<file path="config.mk">
export PLATFORM = sky130hd
export DESIGN_NAME = aroc_front
export DESIGN_NICKNAME = d
export VERILOG_FILES = /design/src/rtl/arc_route_orientation_concat_assert.svh /design/src/rtl/aroc_pkg.sv /design/src/rtl/aroc_front.sv
export SDC_FILE = /design/constraint.sdc
export NUM_CORES = 2
export LEC_CHECK = 0
export BUFFER_PORTS_ARGS = -buffer_cell sky130_fd_sc_hd__buf_4
export CAP_MARGIN = 20
export CORE_ASPECT_RATIO = 2
export CORE_UTILIZATION = 70
export DETAILED_ROUTE_END_ITERATION = 6
export GPL_ROUTABILITY_DRIVEN = 0
export GPL_TIMING_DRIVEN = 0
export HOLD_SLACK_MARGIN = 0.08
export PLACE_DENSITY = 0.95
export REMOVE_ABC_BUFFERS = 1
export SLEW_MARGIN = 15
export SYNTH_ARGS = -nofsm -noshare
export SYNTH_HDL_FRONTEND = slang
export SYNTH_SLANG_ARGS = --single-unit
export TNS_END_PERCENT = 30
</file>
<file path="constraint.sdc">
create_clock -name clock -period 33.1 [get_ports clock]
set_clock_uncertainty 0.2 [all_clocks]
set_input_delay 6.62 -clock clock [delete_from_list [all_inputs] [get_ports clock]]
set_output_delay 6.62 -clock clock [all_outputs]
set_load 0.01 [all_outputs]
</file>
<file path="src/rtl/arc_route_orientation_concat_assert.svh">
// Assertion macros shared by the orientation concatenation RTL.
`ifndef ARC_ROUTE_ORIENTATION_CONCAT_ASSERT_SVH
`define ARC_ROUTE_ORIENTATION_CONCAT_ASSERT_SVH

`ifndef SYNTH
// Same-cycle implication, checked on every rising edge outside reset.
`define AROC_ASSERT_IMPL(label, ante, cons) \
   label: assert property (@(posedge clock) disable iff (reset) (ante) |-> (cons)) \
      else $error("aroc assertion failed: same-cycle implication");
// Next-cycle implication, checked on every rising edge outside reset.
`define AROC_ASSERT_NEXT(label, ante, cons) \
   label: assert property (@(posedge clock) disable iff (reset) (ante) |=> (cons)) \
      else $error("aroc assertion failed: next-cycle implication");
`else
`define AROC_ASSERT_IMPL(label, ante, cons)
`define AROC_ASSERT_NEXT(label, ante, cons)
`endif

`endif

</file>
<file path="src/rtl/aroc_pkg.sv">
// Types, constants and helper functions of the orientation concatenation block.
package aroc_pkg;

   localparam int COST_W  = 32;
   localparam int LOAD_W  = 24;
   localparam int DEM_W   = 16;
   localparam int SCORE_W = 48;
   localparam int CSR_INDEX_W = 2;
   localparam int CSR_DATA_W  = 32;

   localparam logic [COST_W-1:0]  COST_INF  = {COST_W{1'b1}};
   localparam logic [LOAD_W-1:0]  LOAD_MAX  = {LOAD_W{1'b1}};
   localparam logic [SCORE_W-1:0] SCORE_MAX = {SCORE_W{1'b1}};

   // Operation codes.
   localparam logic [1:0] OP_START   = 2'd0;
   localparam logic [1:0] OP_APPEND  = 2'd1;
   localparam logic [1:0] OP_PREPEND = 2'd2;

   // Register indexes.
   localparam logic [CSR_INDEX_W-1:0] CSR_VEHICLE_CAPACITY = 2'd0;
   localparam logic [CSR_INDEX_W-1:0] CSR_TIME_LIMIT       = 2'd1;
   localparam logic [CSR_INDEX_W-1:0] CSR_CAPACITY_PENALTY = 2'd2;
   localparam logic [CSR_INDEX_W-1:0] CSR_DURATION_PENALTY = 2'd3;

   // Register reset values.
   localparam logic [LOAD_W-1:0] CAPACITY_RESET   = 24'hFF_FFFF;
   localparam logic [COST_W-1:0] TIME_LIMIT_RESET = 32'hFFFF_FFFE;

   typedef struct packed {
      logic [1:0]        opcode;
      logic [COST_W-1:0] cost_forward;
      logic [COST_W-1:0] cost_reverse;
      logic [DEM_W-1:0]  demand;
      logic [COST_W-1:0] link_ff;
      logic [COST_W-1:0] link_ft;
      logic [COST_W-1:0] link_tf;
      logic [COST_W-1:0] link_tt;
   } req_type;

   typedef struct packed {
      logic [COST_W-1:0]  best_from_from;
      logic [COST_W-1:0]  best_from_to;
      logic [COST_W-1:0]  best_to_from;
      logic [COST_W-1:0]  best_to_to;
      logic [COST_W-1:0]  min_cost;
      logic [LOAD_W-1:0]  total_load;
      logic [LOAD_W-1:0]  excess_load;
      logic [COST_W-1:0]  excess_time;
      logic [SCORE_W-1:0] penalized_cost;
   } rsp_type;

   // Sequence state after one transaction, handed from front to back.
   typedef struct packed {
      logic [COST_W-1:0] cost_ff;
      logic [COST_W-1:0] cost_ft;
      logic [COST_W-1:0] cost_tf;
      logic [COST_W-1:0] cost_tt;
      logic [LOAD_W-1:0] load;
   } state_type;

   typedef struct packed {
      logic [LOAD_W-1:0] vehicle_capacity;
      logic [COST_W-1:0] time_limit;
      logic [LOAD_W-1:0] capacity_penalty;
      logic [LOAD_W-1:0] duration_penalty;
   } cfg_type;

   // Saturating add; the all-ones code is infinity and absorbs everything.
   function automatic logic [COST_W-1:0] sat_add(input logic [COST_W-1:0] a,
                                                 input logic [COST_W-1:0] b);
      logic [COST_W:0] sum;
      sum = {1'b0, a} + {1'b0, b};
      if (sum >= {1'b0, COST_INF}) begin
         return COST_INF;
      end
      return sum[COST_W-1:0];
   endfunction

   function automatic logic [COST_W-1:0] min2(input logic [COST_W-1:0] a,
                                              input logic [COST_W-1:0] b);
      return (a < b) ? a : b;
   endfunction

endpackage

</file>
<file path="src/rtl/aroc_front.sv">
// Front part: decodes each transaction and applies the min-plus update to the sequence state.
module aroc_front import aroc_pkg::*; (
   input  logic      clock,
   input  logic      reset,
   input  logic      accept,
   input  req_type   req_data,
   output state_type state_next
);

   state_type       state_ff;
   state_type       state_in;
   logic [LOAD_W:0] load_sum;

   // Saturating load accumulation for append and prepend.
   assign load_sum = {1'b0, state_ff.load} + (LOAD_W + 1)'(req_data.demand);

   // Next state of the four orientation costs and the load.
   always_comb begin
      state_in = state_ff;
      case (req_data.opcode)
         OP_START: begin
            state_in.cost_ff = COST_INF;
            state_in.cost_tt = COST_INF;
            state_in.cost_ft = req_data.cost_forward;
            state_in.cost_tf = req_data.cost_reverse;
            state_in.load    = LOAD_W'(req_data.demand);
         end
         OP_APPEND: begin
            state_in.cost_ft = sat_add(min2(sat_add(state_ff.cost_ff, req_data.link_ff),
                                            sat_add(state_ff.cost_ft, req_data.link_tf)),
                                       req_data.cost_forward);
            state_in.cost_tt = sat_add(min2(sat_add(state_ff.cost_tf, req_data.link_ff),
                                            sat_add(state_ff.cost_tt, req_data.link_tf)),
                                       req_data.cost_forward);
            state_in.cost_ff = sat_add(min2(sat_add(state_ff.cost_ff, req_data.link_ft),
                                            sat_add(state_ff.cost_ft, req_data.link_tt)),
                                       req_data.cost_reverse);
            state_in.cost_tf = sat_add(min2(sat_add(state_ff.cost_tf, req_data.link_ft),
                                            sat_add(state_ff.cost_tt, req_data.link_tt)),
                                       req_data.cost_reverse);
            state_in.load    = load_sum[LOAD_W] ? LOAD_MAX : load_sum[LOAD_W-1:0];
         end
         OP_PREPEND: begin
            state_in.cost_ff = sat_add(min2(sat_add(state_ff.cost_ff, req_data.link_tf),
                                            sat_add(state_ff.cost_tf, req_data.link_tt)),
                                       req_data.cost_forward);
            state_in.cost_ft = sat_add(min2(sat_add(state_ff.cost_ft, req_data.link_tf),
                                            sat_add(state_ff.cost_tt, req_data.link_tt)),
                                       req_data.cost_forward);
            state_in.cost_tf = sat_add(min2(sat_add(state_ff.cost_ff, req_data.link_ff),
                                            sat_add(state_ff.cost_tf, req_data.link_ft)),
                                       req_data.cost_reverse);
            state_in.cost_tt = sat_add(min2(sat_add(state_ff.cost_ft, req_data.link_ff),
                                            sat_add(state_ff.cost_tt, req_data.link_ft)),
                                       req_data.cost_reverse);
            state_in.load    = load_sum[LOAD_W] ? LOAD_MAX : load_sum[LOAD_W-1:0];
         end
         default: begin
            // The unused code leaves the state as it is.
            state_in = state_ff;
         end
      endcase
   end

   assign state_next = state_in;

   // Sequence state register.
   always_ff @(posedge clock) begin
      if (reset) begin
         state_ff.cost_ff <= COST_INF;
         state_ff.cost_ft <= COST_INF;
         state_ff.cost_tf <= COST_INF;
         state_ff.cost_tt <= COST_INF;
         state_ff.load    <= '0;
      end else if (accept) begin
         state_ff <= state_in;
      end
   end

endmodule

</file>
==> impl_metrics.yaml, run 1 <==
run_status:
  status: "aborted with a tool error"
  haltStage: "5_1_grt"
  tool.error: "[ERROR GRT-0116] Global routing finished with congestion. Check the congestion regions in the DRC Viewer."
synth:
  netlist_area_sq_mm: 0.05354
  seq_area_frac_synth_pct: 5.683
  synthDistinctLibCells: 96
  synth_area_leader_cell: "ha_1"
  synth_flop_cell: "dfxtp_1"
  synth_edf_count: 0
  synthTopCellsByArea: "ha_1 (22%), a21oi_1 (7.6%), a21o_1 (5.7%)"
  synth_most_common_cell: "ha_1"
  synth_top_cell_area_share_pct: 22.18
  synth-seq-cells: 152
  async_flop_share_pct: 0
  avgSynthCellArea_sq_um: 7.005
  synth_common_cells: "ha_1 (949), a21oi_1 (818), nor2_1 (763)"
  synthCells: 7643
  ys_warn_count: 0
global_routing:
  grt-ovfl-total: 3694
  grt_util_all_layers_pct: 89.15
  grt_max_degree: 125
  grt_pass1_wl_um: 526500
  first_global_vias: 78480
floorplanning:
  initial_utilization_pct: 70.57
  rows: 143
  die_height_um: 393.1
  io_pins: 365
  dieWidth_um: 197.6
placement:
  dpl.hpwl_um: 229500
  portBuffers: 364
  postPlaceCellArea_sq_mm: 0.05751
clocking:
  cts_hold_buffers: 0
  cts.path.max_buffers: 2
  cts_setup_buffers: 0
  root_buffer: "clkbuf_16"
  cts_resized: 0
  cts_sinks: 152
  cts_buffers: 17
  h-tree-depth: 4
through the flow:
stage          utilization, %  setup slack (ns)  hold WS (ns)  std cells
4_1_cts                 76.63             5.204        0.3400       8814
3_5_place_dp            75.81             5.280        0.3283       8783
3_3_place_gp            74.38            0.6883        0.3120       8734
2_1_floorplan               -             7.634        0.2845       7355
cells by family after synthesis:
family | Yosys count | share of synthesized area (%)
flip-flops | 152 | 5.683
XOR/XNOR | 542 | 8.866
multiplexers | 144 | 2.739
buffers and inverters | 597 | 4.256
AO/OA/AOI/OAI | 2778 | 33.61
AND/OR/NAND/NOR | 2460 | 21.88
adder cells (fa/ha/maj) | 970 | 22.96
layer usage:
layer	global-route usage, %	overflow
met1	82.04	50
met2	112.7	2782
met3	70.98	49
met4	96.49	805
met5	43.27	8
==> inputs of run 2 (changes only) <==
--- a/config.mk
+++ b/config.mk
@@ -7,13 +7,11 @@
 export LEC_CHECK = 0
 export BUFFER_PORTS_ARGS = -buffer_cell sky130_fd_sc_hd__buf_4
 export CAP_MARGIN = 20
-export CORE_ASPECT_RATIO = 2
-export CORE_UTILIZATION = 70
+export CORE_UTILIZATION = 40
 export DETAILED_ROUTE_END_ITERATION = 6
 export GPL_ROUTABILITY_DRIVEN = 0
 export GPL_TIMING_DRIVEN = 0
-export HOLD_SLACK_MARGIN = 0.08
-export PLACE_DENSITY = 0.95
+export PLACE_DENSITY_LB_ADDON = 0.15
 export REMOVE_ABC_BUFFERS = 1
 export SLEW_MARGIN = 15
 export SYNTH_ARGS = -nofsm -noshare
==> impl_metrics.yaml, run 2 <==
run_status:
  status: "complete, but fails checks"
  failed_checks: "DRC"
route:
  via_per_inst: 6.763
  vias: 64640
  wl_per_cell_um: 30.44
  antenna_left: 0
  first_pass_iters: 7
  drtIter0Drc: 8759
  drcViolationCount: 1
  routed_wl_um: 290900
global_routing:
  grt_util_all_layers_pct: 40.94
  grt_max_degree: 70
  antenna_found_initial: 17
  grt_pass1_wl_um: 401900
  first_global_vias: 59650
  grt-ovfl-total: 0
cells_and_area:
  area_delta_synth_final_pct: 10.17
  nets: 8966
  design_area_sq_mm: 0.05899
  largest-register: "state_ff"
  drive_gt1_share_pct: 7.491
  reg.largest.list: "state_ff: 152 flops"
  seq_area_sq_mm: 0.003043
  fillers: 13800
  largest_register_ffs: 152
  multiInputGateArea_sq_mm: 0.04849
  final_cell_mix: "ha_1 (949), a21oi_1 (816), nor2_1 (755)"
  final_common_cell: "ha_1"
synth:
  synthCells: 7643
  async_flop_share_pct: 0
  synth_flop_cell: "dfxtp_1"
  synth_common_cells: "ha_1 (949), a21oi_1 (818), nor2_1 (763)"
  synth_most_common_cell: "ha_1"
  synth_area_leader_cell: "ha_1"
  synth_edf_count: 0
  ys_warn_count: 0
  netlist_area_sq_mm: 0.05354
  seq_area_frac_synth_pct: 5.683
  avgSynthCellArea_sq_um: 7.005
  synthDistinctLibCells: 96
  synthTopCellsByArea: "ha_1 (22%), a21oi_1 (7.6%), a21o_1 (5.7%)"
  synth_top_cell_area_share_pct: 22.18
  synth-seq-cells: 152
worst_hold_path:
  hp-class: "reg2reg"
sta:
  postLayoutSetupSlackWorst_ns: 5.052
  min_period_ns: 28.05
  setup_violations: 0
  final_max_slew_viol_count: 0
  hold_ws_ns: 0.3528
  clock.fmax_mhz: 35.65
  period_share_pct: 84.74
  rsz0062_at_grt: "no"
  max_slew_margin_pct: 16.03
  worstMarginPinSlew_ns: 1.246
  finalHoldViolCount: 0
  fin_tns_setup_ns: 0
power:
  p_leak_nw: 25.61
  cellPowerDensity_mw_per_mm2: 96.63
  vdd_drop_max_mv: 0.05605
worst_setup_path:
  critPathRequiredTime_ns: 26.28
  startpoint_type: "input port"
  crit_type: "in2out"
  cpPeakStageDelay_ns: 0.82
  cp_slowest_cell: "nor3b_1"
  worst-r2r-setup-slack_ns: 17.88
  crit_path_end_kind: "primary output"
  critPathMaxFanout: 38
  cp_data_arrival_time_ns: 21.23
floorplanning:
  dieWidth_um: 367.9
  dieArea_sq_mm: 0.1353
  rows: 133
  core_sq_mm: 0.1321
  die_height_um: 367.9
  initial_utilization_pct: 40.52
  io_pins: 365
placement:
  dpl.hpwl_um: 246200
  portBuffers: 364
  dp_slack_ns: 5.838
  postPlaceCellArea_sq_mm: 0.05834
clocking:
  cts_buffers: 17
  cts_tree: "done"
  clk_pin_slew_ns: 0.08
  cts_hold_buffers: 0
  clk_latency_ns: 0.61
  h-tree-depth: 4
  cts_sinks: 152
  root_buffer: "clkbuf_16"
  cts.path.max_buffers: 2
  cts_resized: 0
  cts_setup_buffers: 0
job:
  cap_violations: 0
-- run 2: worst paths after layout --
| kind | startpoint | endpoint | cells past startpoint |
|---|---|---|---|
| max reg2reg | state_ff[25] | state_ff[107] | 40 |
| min reg2reg | state_ff[1] | state_ff[1] | 2 |
| min | state_ff[1] | state_ff[1] | 2 |
| max | req_data[97] | state_next[45] | 39 |
-- run 2: kinds of logic (layout without fill, tap and decap cells) --
| family | after synthesis | after routing | synth area share [%] |
|---|---|---|---|
| xor gates and xnor gates | 542 | 542 | 8.866 |
| other | 0 | 7 | 0 |
| DFF | 152 | 152 | 5.683 |
| and+or+nand+nor | 2460 | 2460 | 21.88 |
| adders and majority gates | 970 | 970 | 22.96 |
| buffers and inverters | 597 | 750 | 4.256 |
| muxes | 144 | 144 | 2.739 |
| AOI/OAI and AO/OA | 2778 | 2778 | 33.61 |
-- run 2: routing by layer --
| metal | track usage (%) | up-vias | share of wire [%] |
|---|---|---|---|
| met1 | 50.88 | 30840 | 37 |
| li1 | - | 28820 | - |
| met4 | 25.58 | 8 | 7.2 |
| met2 | 61.44 | 4190 | 41 |
| met3 | 12.21 | 784 | 14 |
| met5 | 0 | - | 0.027 |
-- run 2: area by class of cell --
cell class,instances,share of cell area (%)
Antenna cell,7,0.02970
Clock inverter,14,0.2270
Multi-Input combinational cell,6894,82.20
Clock buffer,18,0.7445
Inverter,309,1.992
Sequential cell,152,5.159
Timing Repair Buffer,409,5.922
Tap cell,1755,3.723
-- run 2: where the power goes --
| part | leakage, nW | switching (mW) | internal [mW] |
|---|---|---|---|
| Combinational | 24.1 | 3.28 | 1.85 |
| Sequential | 1.26 | 0.116 | 0.212 |
| Clock | 0.285 | 0.130 | 0.108 |
| Total | 25.6 | 3.53 | 2.17 |
-- run 2: per-stage QoR --
stage               instances  util [%]  total power, mW
floorplan                7355         -            3.508
global placement         9474     43.40            5.093
detailed placement       9516     44.16            5.193
CTS                      9548     44.59            5.453
global route             9552     44.63            5.987
finish                   9558     44.64            5.700
-- run 2: critical path, delay by kind of cell --
kind | cells | cell delay, ns
and+or+nand+nor | 20 | 7.92
AOI/OAI and AO/OA | 11 | 4.76
adders and majority gates | 4 | 1.05
xor gates and xnor gates | 2 | 0.51
buffers and inverters | 2 | 0.33
(Power assumes the default switching activity.)
