## config.mk

```make
export PLATFORM = sky130hd
export DESIGN_NAME = aroc_fifo
export DESIGN_NICKNAME = d
export VERILOG_FILES = /design/src/rtl/arc_route_orientation_concat_assert.svh /design/src/rtl/aroc_fifo.sv
export SDC_FILE = /design/constraint.sdc
export NUM_CORES = 1
export LEC_CHECK = 0
export BUFFER_PORTS_ARGS = -buffer_cell sky130_fd_sc_hd__buf_2
export CORE_MARGIN = 10
export CORE_UTILIZATION = 55
export DETAILED_ROUTE_END_ITERATION = 16
export GPL_TIMING_DRIVEN = 0
export PLACE_DENSITY = 0.76
export SLEW_MARGIN = 10
export SYNTH_ARGS = -nofsm -noshare
export SYNTH_HDL_FRONTEND = slang
export SYNTH_SLANG_ARGS = --single-unit
```

## constraint.sdc

```tcl
create_clock -name clock -period 2.84 [get_ports clock]
set_input_delay 0.142 -clock clock [delete_from_list [all_inputs] [get_ports clock]]
set_output_delay 0.142 -clock clock [all_outputs]
set_load 0.03 [all_outputs]
```

## src/rtl/arc_route_orientation_concat_assert.svh

```systemverilog
// Assertion macros shared by the orientation concatenation RTL.
`ifndef ARC_ROUTE_ORIENTATION_CONCAT_ASSERT_SVH
`define ARC_ROUTE_ORIENTATION_CONCAT_ASSERT_SVH

`ifndef SYNTH
// Same-cycle implication, checked on every rising edge outside reset.
`define AROC_ASSERT_IMPL(label, ante, cons) \
   label: assert property (@(posedge clock) disable iff (reset) (ante) |-> (cons)) \
      else $error("aroc assertion failed: same-cycle implication");
// Next-cycle implication, checked on every rising edge outside reset.
`define AROC_ASSERT_NEXT(label, ante, cons) \
   label: assert property (@(posedge clock) disable iff (reset) (ante) |=> (cons)) \
      else $error("aroc assertion failed: next-cycle implication");
`else
`define AROC_ASSERT_IMPL(label, ante, cons)
`define AROC_ASSERT_NEXT(label, ante, cons)
`endif

`endif

```

## src/rtl/aroc_fifo.sv

```systemverilog
// Small first-in first-out queue in flip-flops, used between and after the stages.
module aroc_fifo #(
   parameter int WIDTH = 8,
   parameter int DEPTH = 4,
   localparam int CNT_W = $clog2(DEPTH + 1)
) (
   input  logic             clock,
   input  logic             reset,
   input  logic             push,
   input  logic [WIDTH-1:0] push_data,
   input  logic             pop,
   output logic [WIDTH-1:0] pop_data,
   output logic             full,
   output logic             empty,
   output logic [CNT_W-1:0] count
);

   localparam int PTR_W = (DEPTH > 1) ? $clog2(DEPTH) : 1;

   logic [WIDTH-1:0] mem_ff [DEPTH];
   logic [PTR_W-1:0] wr_ptr_ff;
   logic [PTR_W-1:0] rd_ptr_ff;
   logic [CNT_W-1:0] count_ff;
   logic             push_ok;
   logic             pop_ok;

   assign full     = (count_ff == CNT_W'(DEPTH));
   assign empty    = (count_ff == '0);
   assign count    = count_ff;
   assign push_ok  = push && !full;
   assign pop_ok   = pop && !empty;
   assign pop_data = mem_ff[rd_ptr_ff];

   // Storage needs no reset.
   always_ff @(posedge clock) begin
      if (push_ok) begin
         mem_ff[wr_ptr_ff] <= push_data;
      end
   end

   // Pointers wrap at the depth, which need not be a power of two.
   always_ff @(posedge clock) begin
      if (reset) begin
         wr_ptr_ff <= '0;
         rd_ptr_ff <= '0;
         count_ff  <= '0;
      end else begin
         if (push_ok) begin
            wr_ptr_ff <= (wr_ptr_ff == PTR_W'(DEPTH - 1)) ? '0 : wr_ptr_ff + 1'b1;
         end
         if (pop_ok) begin
            rd_ptr_ff <= (rd_ptr_ff == PTR_W'(DEPTH - 1)) ? '0 : rd_ptr_ff + 1'b1;
         end
         if (push_ok && !pop_ok) begin
            count_ff <= count_ff + 1'b1;
         end else if (pop_ok && !push_ok) begin
            count_ff <= count_ff - 1'b1;
         end
      end
   end

endmodule

```

### Yosys cells after proc, flatten, opt, wreduce, memory -nomap -nowiden

Memory sizes are Yosys's and may differ from the RTL's. A register that Yosys moved wholly into a read port is not among the register bits.
Cells that the tools add are included.

* bits in registers: 7
* memory bits (writable): 32
* input port bits: 12
* word-level logic and storage cells: 29
* memories: 1

Memories
* mem_ff: depth 4, bits a word 8, rd ports 1, clocked after memory_dff 1, wr ports 1, line aroc_fifo.sv:20 `logic [WIDTH-1:0] mem_ff [DEPTH];`

* add/subtract/negate cells: 4
* equality and inequality tests: 3
* mux-type cells: 8
* reductions and logical operators: 10

Operator list (number)
* $mux W2: 4
* $mux W3: 2
* $add A2 B1 Y2 const B: 2
* $eq A2 B2 Y1 const B: 2
* $logic_and A1 B1 Y1: 4
* $logic_not A1 Y1: 4
* $add A3 B1 Y3 const B: 1
* $eq A3 B3 Y1 const B: 1
* $logic_not A3 Y1: 1
* $sub A3 B1 Y3 const B: 1
* $mux W1: 2
* $reduce_bool A2 Y1: 1

### Longest topological paths before layout

Gate-level depths: netlist of the first run.

* word-level depth: 7
* gate-level depth with buffers: 10

### Worst setup path before layout of the first run

No wires, ideal clock.

* path kind: reg2reg
* start point: reg count_ff[0], in the netlist count[0]
* end point: reg count_ff[2], in the netlist count[2]
* arrival time: 2.380 ns
* data required time: 2.770 ns
* path slack: 0.390 ns
* cell stages (with the launch flop): 11
* path buffers: 1
* path through: dfxtp_1 or3b_1 buf_6 clkinv_4 nor2_2 ha_1 inv_1 fa_1 xor2_1 or3_2 a21oi_1

* cells in the longest elaborated chain, start to end: 6

RTL lines
* from (decl): line aroc_fifo.sv:23 `logic [CNT_W-1:0] count_ff;`
* from (signal assigned): line aroc_fifo.sv:55 `count_ff <= count_ff + 1'b1;`
* from (signal assigned): line aroc_fifo.sv:57 `count_ff <= count_ff - 1'b1;`
* $eq A3 B3 Y1 *: line aroc_fifo.sv:27 `assign full = (count_ff == CNT_W'(DEPTH));`
* named net full: line aroc_fifo.sv:13 `output logic full,`
* $logic_not A1 Y1 *: line aroc_fifo.sv:30 `assign push_ok = push && !full;`
* $logic_and A1 B1 Y1 *: line aroc_fifo.sv:30
* named net push_ok: line aroc_fifo.sv:24 `logic push_ok;`
* $logic_not A1 Y1: line aroc_fifo.sv:56 `end else if (pop_ok && !push_ok) begin`
* $logic_and A1 B1 Y1: line aroc_fifo.sv:56
* $reduce_bool A2 Y1 (no source line)

The timed path passes the listed nets; every way through them passes the cells marked *. The select of a mux whose other input is x is not followed.
A chain may end at the register's enable or synchronous reset.

### Final worst setup path of the first run

* start point: reg count_ff[0], in the netlist count[0]
* end point: reg count_ff[2], in the netlist count[2]

* cells in the longest elaborated chain, start to end: 6

RTL lines (line)
* $eq A3 B3 Y1 *: aroc_fifo.sv:27
* $logic_not A1 Y1 *: aroc_fifo.sv:30
* $logic_and A1 B1 Y1 *: aroc_fifo.sv:30
* named net push_ok: aroc_fifo.sv:24
* $logic_not A1 Y1: aroc_fifo.sv:56
* $logic_and A1 B1 Y1: aroc_fifo.sv:56
* $reduce_bool A2 Y1 (no source line)

Marked as above.

==> results of run 1 <==
[layer usage]
metal  global-route usage, %  up-vias  routed length [um]
met5                       0        -                   0
met4                    5.67        0                  40
met3                    3.81        4                 163
met2                    18.0       25                1370
met1                    10.8      420                1140
li1                        -      413                   -
[power by group through the flow]
stage | combinational [mW] | sequential, mW | clock, mW
6_report | 0.553 | 0.779 | 0.271
5_1_grt | 0.604 | 0.788 | 0.297
4_1_cts | 0.565 | 0.780 | 0.275
3_5_place_dp | 0.564 | 0.793 | 0
3_3_place_gp | 0.552 | 0.785 | 0
2_1_floorplan | 0.399 | 0.809 | 0
[cells in the final DEF, fill, tap and decap left out, drive strengths merged]
cell type	instances
or3	2
and3	4
nand2	1
o21ai	2
fa	1
nor3	2
mux2i	2
nand3	2
mux4	8
or3b	1
ha	6
dfxtp	9
clkinv	3
xor2	2
edfxtp	32
inv	4
a21oi	3
clkbuf	7
buf	26
dlygate4sd3	1
o31ai	2
nor2	4
[per-stage QoR]
stage	worst slack, ps	area (sq um)	power [mW]	hold slack [ps]
6_report	467	1860	1.60	14.2
5_1_grt	315	1860	1.69	4.33
4_1_cts	458	1860	1.62	4.92
3_5_place_dp	494	1800	1.36	359
3_3_place_gp	537	1800	1.34	352
2_1_floorplan	390	1650	1.21	241
[worst max-delay path: stages (launching register included)]
cell,delay (ps)
dfxtp_1,490
or3b_1,170
buf_6,120
clkinv_4,50
nor2_2,120
ha_1,210
inv_1,60
fa_1,380
xor2_1,160
or3_2,410
a21oi_1,140
[state kept, by name, indices dropped and copies added, names as in the netlist, named ones only]
signal	flops
rd_ptr_ff	2
mem_ff	32
wr_ptr_ff	2
count	3
[path summary, 6_finish.rpt]
kind	slack [ps]	depth (start not counted)	endpoint	from
hold reg to reg	500	2	flip-flop	rd_ptr_ff[0]
setup / recovery	470	10	count[2]	count[0]
setup reg to reg	470	10	count[2]	count[0]
hold / removal	10	1	mem_ff[3][5]	push_data[5]
[cell type report]
class                      count  share of cell area, %
buffer                         4                   1.28
clock buffer                   6                   2.22
clock inverter                 2                  0.538
inverter                       5                   1.28
multi-input combinational     42                   24.5
sequential                    41                   61.3
tap                           31                   2.08
timing repair buffer          24                   6.72
[kinds of logic after synthesis]
group                    share of synthesized area (%)
AND/OR/NAND/NOR                                   5.70
buffers and inverters                             2.89
flip-flops                                        69.4
AO/OA/AOI/OAI                                     3.04
multiplexers                                      12.2
adder cells (fa/ha/maj)                           5.78
XOR/XNOR                                          1.06
==> results.toml, run 1 <==
[run_status]
status = "completed"

[timing]
hold_viol_final = 0
setup_viol = 0
fin_crit_sh_pct = 83.6
drv_slew = 0
fmax_mhz = 421
relSlewSlack_pct = 67.9
worstMarginPinSlew_ps = 481
rsz0062_at_grt = "no"
fin_skew_ps = 13.3
fin_crit_ps = 2370
fin_tns_setup_ps = 0

[synth]
yosysTopAreaCell = "edfxtp_1"
synth_area_leaders = "edfxtp_1 (58%), dfxtp_1 (11%), mux4_2 (11%)"
postSynthCellCount = 92
synthTopCellsByCount = "edfxtp_1 (32), dfxtp_1 (9), mux4_2 (8)"
synth_seq_cells = 41
ys.warnings.count = 0
avgSynthCellArea_sq_um = 17.9
ys_types = 26
synth_edf_count = 32
yosysTopAreaCellShare_pct = 58.4
ys.flop_type = "edfxtp_1"
synth_fp_nets = 111
synth.most_common_cell = "edfxtp_1"
synth.yosys.seq_area_share_pct = 69.4
syn_area_sq_um = 1650
synthArstFlopShare_pct = 0

[worst_setup_path]
worstPathArrival_ps = 2650
path_class = "flip-flop to flip-flop"
crit_path_end_kind = "flip-flop"
crit_required_ps = 3120
crit_fanout = 7
crit_path_start_kind = "flip-flop"

[cells_and_area]
drive_above_1_share_pct = 39.5
ff_latch_area_sq_um = 1140
fin_nets = 142
antenna_cells = 0
finish.utilization_pct = 66.3
multi_input_area_sq_um = 457
fin_cells = 155
fill_cells = 199
area_growth_pct = 13.1

[placed_design]
portBuffers = 23
place_inst = 146
dp.final_hpwl_mm = 1.97
finalWeightedCongestion = 0.708

[power]
pwr-share-seq_pct = 48.6
switching_power_mw = 0.561
p_clk_share_pct = 16.9
p_comb_share_pct = 34.5
p_int_mw = 1.04
p_sw_share_pct = 35.0
p_leak_nw = 0.706
ir_drop_uv = 645
p_per_area_nw_per_um2 = 862

[clock_network]
holdBufCountCts = 1
clockRootBuffer = "clkbuf_4"
postCtsResizedCells = 0
cts_setup_buffers = 0
cts.sink_count = 41
cts_tree = "done"
numCtsBuffers = 5
clk_pin_slew_ps = 120
clockBufferDepth = 2
cts_max_level = 2
clock_latency_ps = 340

[global_routing]
gr-total-overflow = 0
antenna_found_initial = 0
grt_util_all_layers_pct = 10.4
grt_pass1_wl_mm = 4.26
grt_max_degree = 13
grt_pass1_vias = 910

[min_path]
hp-class = "input pin to flip-flop"

[die]
dieArea_sq_um = 5580
rows = 19
fp.dieH_um = 74.7
io_pins = 25
die_x_um = 74.7
core_region_area_sq_um = 2810
start_util_pct = 58.7

[drt]
vias = 862
avgRoutedWirePerCell_um = 17.5
totalWireLength_mm = 2.71
viasPerCell = 5.56
drtIter0Drc = 47
route.detailed.drc = 0
dr.pass1.iters = 4
route.antenna.remaining_nets = 0

[run]
max_cap_violations = 0
Power figures use the tool's default switching activity.
==> run 2, diff against run 1 <==
--- a/config.mk
+++ b/config.mk
@@ -7,10 +7,10 @@
 export LEC_CHECK = 0
 export BUFFER_PORTS_ARGS = -buffer_cell sky130_fd_sc_hd__buf_2
 export CORE_MARGIN = 10
-export CORE_UTILIZATION = 55
+export CORE_UTILIZATION = 49
 export DETAILED_ROUTE_END_ITERATION = 16
 export GPL_TIMING_DRIVEN = 0
-export PLACE_DENSITY = 0.76
+export PLACE_DENSITY = 0.71
 export SLEW_MARGIN = 10
 export SYNTH_ARGS = -nofsm -noshare
 export SYNTH_HDL_FRONTEND = slang
==> constraint.sdc (replaced) <==
create_clock -name clock -period 1.95 [get_ports clock]
set_input_delay 0.0975 -clock clock [delete_from_list [all_inputs] [get_ports clock]]
set_output_delay 0.0975 -clock clock [all_outputs]
set_load 0.03 [all_outputs]
==> results.toml, run 2 (synthesis results as in run 1) <==
[die]
rows = 20
start_util_pct = 52.6
core_region_area_sq_um = 3130
fp.dieH_um = 77.9
dieArea_sq_um = 6080
io_pins = 25
die_x_um = 77.9

[timing]
relSlewSlack_pct = 66.3
fin_tns_setup_ps = -93.9
drv_slew = 0
fin_skew_ps = 11.1
rsz0062_at_grt = "yes"
setup_viol = 1
fin_crit_sh_pct = 105
whs_ps = 77.4
finalWorstSetupSlack_ps = -93.9
fmax_mhz = 489
fin_crit_ps = 2040
hold_viol_final = 0
worstMarginPinSlew_ps = 505

[cells_and_area]
fin_nets = 160
antenna_cells = 0
fin_area_sq_um = 2120
top_register = "mem_ff"
largest_reg_flops = 32
layout_commonest_cell = "edfxtp_1"
layout_common_cells = "edfxtp_1 (32), buf_2 (24), buf_4 (11), mux4_2 (8), dlygate4sd3_1 (8)"
area_growth_pct = 29.0
drive_above_1_share_pct = 47.9

[power]
p_leak_nw = 0.811
p_per_area_nw_per_um2 = 1280
ir_drop_uv = 855

[worst_setup_path]
slowest_stage = "dfxtp_4"
crit_path_end_kind = "flip-flop"
crit_required_ps = 2230
crit_path_cell_trace = "or3b_1 > buf_6 > clkinv_8 > nor2_4 > ha_4 > inv_2 > fa_2 > xor2_1 > or3_4 > a21oi_2"
crit_fanout = 3
worstPathArrival_ps = 2320
path_class = "flip-flop to flip-flop"
crit_family = "simple AND/OR/NAND/NOR gates"
max_stage_delay_ps = 360
crit_buf_inv = 3
crit_path_start_kind = "flip-flop"

[drt]
vias = 936
dr.pass1.iters = 4
route.antenna.remaining_nets = 0
totalWireLength_mm = 3.06
viasPerCell = 5.03
avgRoutedWirePerCell_um = 16.4
route.detailed.drc = 0
drtIter0Drc = 67

[run]
max_cap_violations = 0

[clock_network]
cts_max_level = 2
clock_latency_ps = 350
clk_pin_slew_ps = 110
clockRootBuffer = "clkbuf_4"
cts_tree = "done"
cts.sink_count = 41
numCtsBuffers = 5
clockBufferDepth = 2

[min_path]
hp-class = "input pin to flip-flop"

[placed_design]
portBuffers = 23
finalWeightedCongestion = 0.707
place_area_sq_um = 1850
dp.final_hpwl_mm = 1.97

[global_routing]
grt_pass1_wl_mm = 5.02
gr-total-overflow = 0
grt_pass1_vias = 1058
antenna_found_initial = 0
grt_util_all_layers_pct = 10.5
grt_max_degree = 14

[run_status]
violations = "negative setup slack"
status = "complete, but fails checks"
run 2: layout make-up:
cell class,instances,area [sq um]
buffer,4,23.8
fill,228,1010
clock buffer,6,51.3
sequential,41,1150
timing repair buffer,42,278
tap,44,55.1
inverter,5,31.3
clock inverter,2,37.5
multi-input combinational,42,493
run 2: path summary, 6_finish.rpt:
check / startpoint / depth (start not counted) / end / slack (ps)
max: count[2] / 10 / count[2] / -90
max reg2reg: count[2] / 10 / count[2] / -90
min reg2reg: rd_ptr_ff[0] / 2 / rd_ptr_ff[0] / 520
min: push / 3 / wr_ptr_ff[1] / 80
run 2: what timing repair did:
| action | CTS | global route |
|---|---|---|
| pin swaps | 4 | 1 |
| endpoints found under the hold margin | 32 | 0 |
| endpoints found under the setup margin | 2 | 2 |
| setup buffers | 9 | 2 |
| hold buffers | 8 | 0 |
| gates resized for setup | 3 | 0 |
run 2: per-layer routing:
metal / vias up / share of wire, % / track usage (%)
li1: 450 / - / -
met2: 24 / 53 / 17.9
met4: 0 / 2.4 / 4.48
met3: 9 / 5.5 / 4.95
met1: 453 / 39 / 10.8
met5: - / 0 / 0
run 2: power breakdown:
group / internal [mW] / leakage, nW / switching (mW) / total (mW)
Combinational: 0.444 / 0.397 / 0.569 / 1.01
Sequential: 1.08 / 0.369 / 0.0536 / 1.13
Clock: 0.305 / 0.0445 / 0.274 / 0.578
run 2: per-stage QoR:
stage                     util, %  power (mW)  std cells  setup WS, ps
after floorplan                 -        1.80         92          -158
after global placement       59.1        1.99        159          -142
after detailed placement     59.1        2.02        159          -246
after CTS                    67.4        2.72        184         -77.0
after global routing         67.8        2.87        186          -161
final                        67.8        2.72        186         -93.9
run 2: worst register-to-register path, cell delays in order, from the launching register on:
cell and delay (ps):
dfxtp_4 360, or3b_1 170, buf_6 120, clkinv_8 50, nor2_4 100, ha_4 150, inv_2 40, fa_2 350
xor2_1 160, or3_4 330, a21oi_2 130
==> run 3, diff against run 2 <==
--- a/config.mk
+++ b/config.mk
@@ -7,10 +7,11 @@
 export LEC_CHECK = 0
 export BUFFER_PORTS_ARGS = -buffer_cell sky130_fd_sc_hd__buf_2
 export CORE_MARGIN = 10
-export CORE_UTILIZATION = 49
+export CORE_UTILIZATION = 39
 export DETAILED_ROUTE_END_ITERATION = 16
 export GPL_TIMING_DRIVEN = 0
-export PLACE_DENSITY = 0.71
+export PLACE_DENSITY = 0.58
+export SETUP_SLACK_MARGIN = 0.5
 export SLEW_MARGIN = 10
 export SYNTH_ARGS = -nofsm -noshare
 export SYNTH_HDL_FRONTEND = slang
==> results.toml, run 3 (synthesis results as in run 1) <==
[drt]
vias = 885
avgRoutedWirePerCell_um = 16.5
dr.pass1.iters = 4
route.detailed.drc = 0
route.antenna.remaining_nets = 0
viasPerCell = 4.86
totalWireLength_mm = 3.00
drtIter0Drc = 53

[power]
switching_power_mw = 0.922
p_per_area_nw_per_um2 = 1400
p_clk_share_pct = 25.9
p_int_mw = 2.12
p_sw_share_pct = 30.3
p_leak_nw = 0.815
pwr-share-seq_pct = 37.6
ir_drop_uv = 735
p_comb_share_pct = 36.6

[worst_setup_path]
crit_path_start_kind = "flip-flop"
crit_path_cell_trace = "or3b_1 > buf_6 > clkinv_8 > nor2_4 > ha_4 > inv_2 > fa_2 > xor2_1 > or3_4 > a21oi_2"
crit_family = "simple AND/OR/NAND/NOR gates"
path_class = "flip-flop to flip-flop"
crit_fanout = 4
max_stage_delay_ps = 370
worstPathArrival_ps = 2270
slowest_stage = "dfxtp_4"
crit_buf_inv = 3
crit_path_end_kind = "flip-flop"
crit_required_ps = 2170

[cells_and_area]
fill_cells = 320
area_growth_pct = 32.3
largest_reg_flops = 32
layout_commonest_cell = "edfxtp_1"
drive_above_1_share_pct = 52.3
ff_latch_area_sq_um = 1150
layout_common_cells = "edfxtp_1 (32), buf_2 (15), buf_6 (11), mux4_2 (8), buf_4 (8)"
fin_nets = 150
finish.utilization_pct = 54.0
top_register = "mem_ff"
antenna_cells = 0
multi_input_area_sq_um = 513
fin_cells = 182

[die]
start_util_pct = 40.8
core_region_area_sq_um = 4030
dieArea_sq_um = 7220
rows = 23
die_x_um = 85.0
io_pins = 25
fp.dieH_um = 85.0

[timing]
rsz0062_at_grt = "yes"
fin_tns_setup_ps = -99.1
worstMarginPinSlew_ps = 423
fmax_mhz = 488
fin_skew_ps = 4.81
fin_crit_sh_pct = 105
drv_slew = 0
relSlewSlack_pct = 71.8
whs_ps = 18.7
fin_crit_ps = 2050
finalWorstSetupSlack_ps = -99.1
setup_viol = 1
hold_viol_final = 0

[clock_network]
numCtsBuffers = 5
cts_tree = "done"
cts.sink_count = 41
clk_pin_slew_ps = 80
cts_max_level = 2
clockRootBuffer = "clkbuf_8"
clock_latency_ps = 290
clockBufferDepth = 2

[run_status]
status = "complete, but fails checks"
violations = "negative setup slack"

[min_path]
hp-class = "input pin to flip-flop"

[placed_design]
dp.final_hpwl_mm = 2.05
finalWeightedCongestion = 0.754
place_inst = 165
portBuffers = 23

[global_routing]
grt_util_all_layers_pct = 9.06
grt_pass1_wl_mm = 5.12
grt_max_degree = 14
antenna_found_initial = 0
grt_pass1_vias = 1051
gr-total-overflow = 0

[run]
max_cap_violations = 0
run 3: cell types whose count changed in the layout (fill, tap and decap cells not counted), moves of 3 or more:
| cell | before | now |
|---|---|---|
| clkbuf_4 | 5 | 0 |
| and3_2 | 4 | 0 |
| dlygate4sd3_1 | 8 | 0 |
| clkbuf_8 | 1 | 5 |
| buf_4 | 11 | 8 |
| buf_6 | 1 | 11 |
| and3_4 | 0 | 4 |
| buf_2 | 24 | 15 |
run 3: layout make-up:
| type | instances | share of cell area (%) |
|---|---|---|
| buffer | 4 | 1.84 |
| multi-input combinational | 42 | 23.6 |
| clock inverter | 3 | 2.99 |
| inverter | 5 | 1.44 |
| tap | 50 | 2.87 |
| sequential | 41 | 53.0 |
| timing repair buffer | 32 | 11.1 |
| clock buffer | 5 | 3.16 |
run 3: worst register-to-register path, stage by stage, from the launching register on:
cell,delay (ps)
dfxtp_4,370
or3b_1,180
buf_6,120
clkinv_8,50
nor2_4,110
ha_4,150
inv_2,40
fa_2,350
xor2_1,180
or3_4,330
a21oi_2,120
run 3: routing by layer:
layer	wire [um]	up-vias	GRT usage (%)
met3	113	3	3.73
met5	0	-	0
met1	1200	438	9.86
met2	1660	16	15.7
li1	-	428	-
met4	25	0	2.69
run 3: path summary, 6_finish.rpt:
check                    start  cells after the start  slack [ps]           end
setup reg to reg      count[2]                     10        -100      count[2]
setup / recovery      count[2]                     10        -100      count[2]
hold reg to reg   rd_ptr_ff[0]                      2         500     flip-flop
hold / removal    push_data[4]                      1          20  mem_ff[2][4]
run 3: what timing repair did:
item / in CTS / in global routing
hold buffers: 0 / 0
setup endpoints to repair: 44 / 46
hold endpoints to repair: 0 / 0
resized for setup: 32 / 0
pin swaps: 5 / 1
setup buffers: 9 / 0
run 3: per-stage QoR:
stage               worst slack (ps)  cell area [sq um]  power [mW]
CTS                            -96.6               2180        3.09
detailed placement              -217               1870        2.05
global placement                -158               1870        2.02
finish                         -99.1               2180        3.05
floorplan                       -123               1690        1.82
global route                    -215               2180        3.22
run 3: power by group through the flow:
| stage | clock network (mW) | logic (mW) | registers [mW] |
|---|---|---|---|
| finish | 0.788 | 1.11 | 1.14 |
| global route | 0.848 | 1.22 | 1.16 |
| CTS | 0.809 | 1.13 | 1.15 |
| detailed placement | 0 | 0.879 | 1.17 |
| global placement | 0 | 0.859 | 1.16 |
| floorplan | 0 | 0.625 | 1.19 |
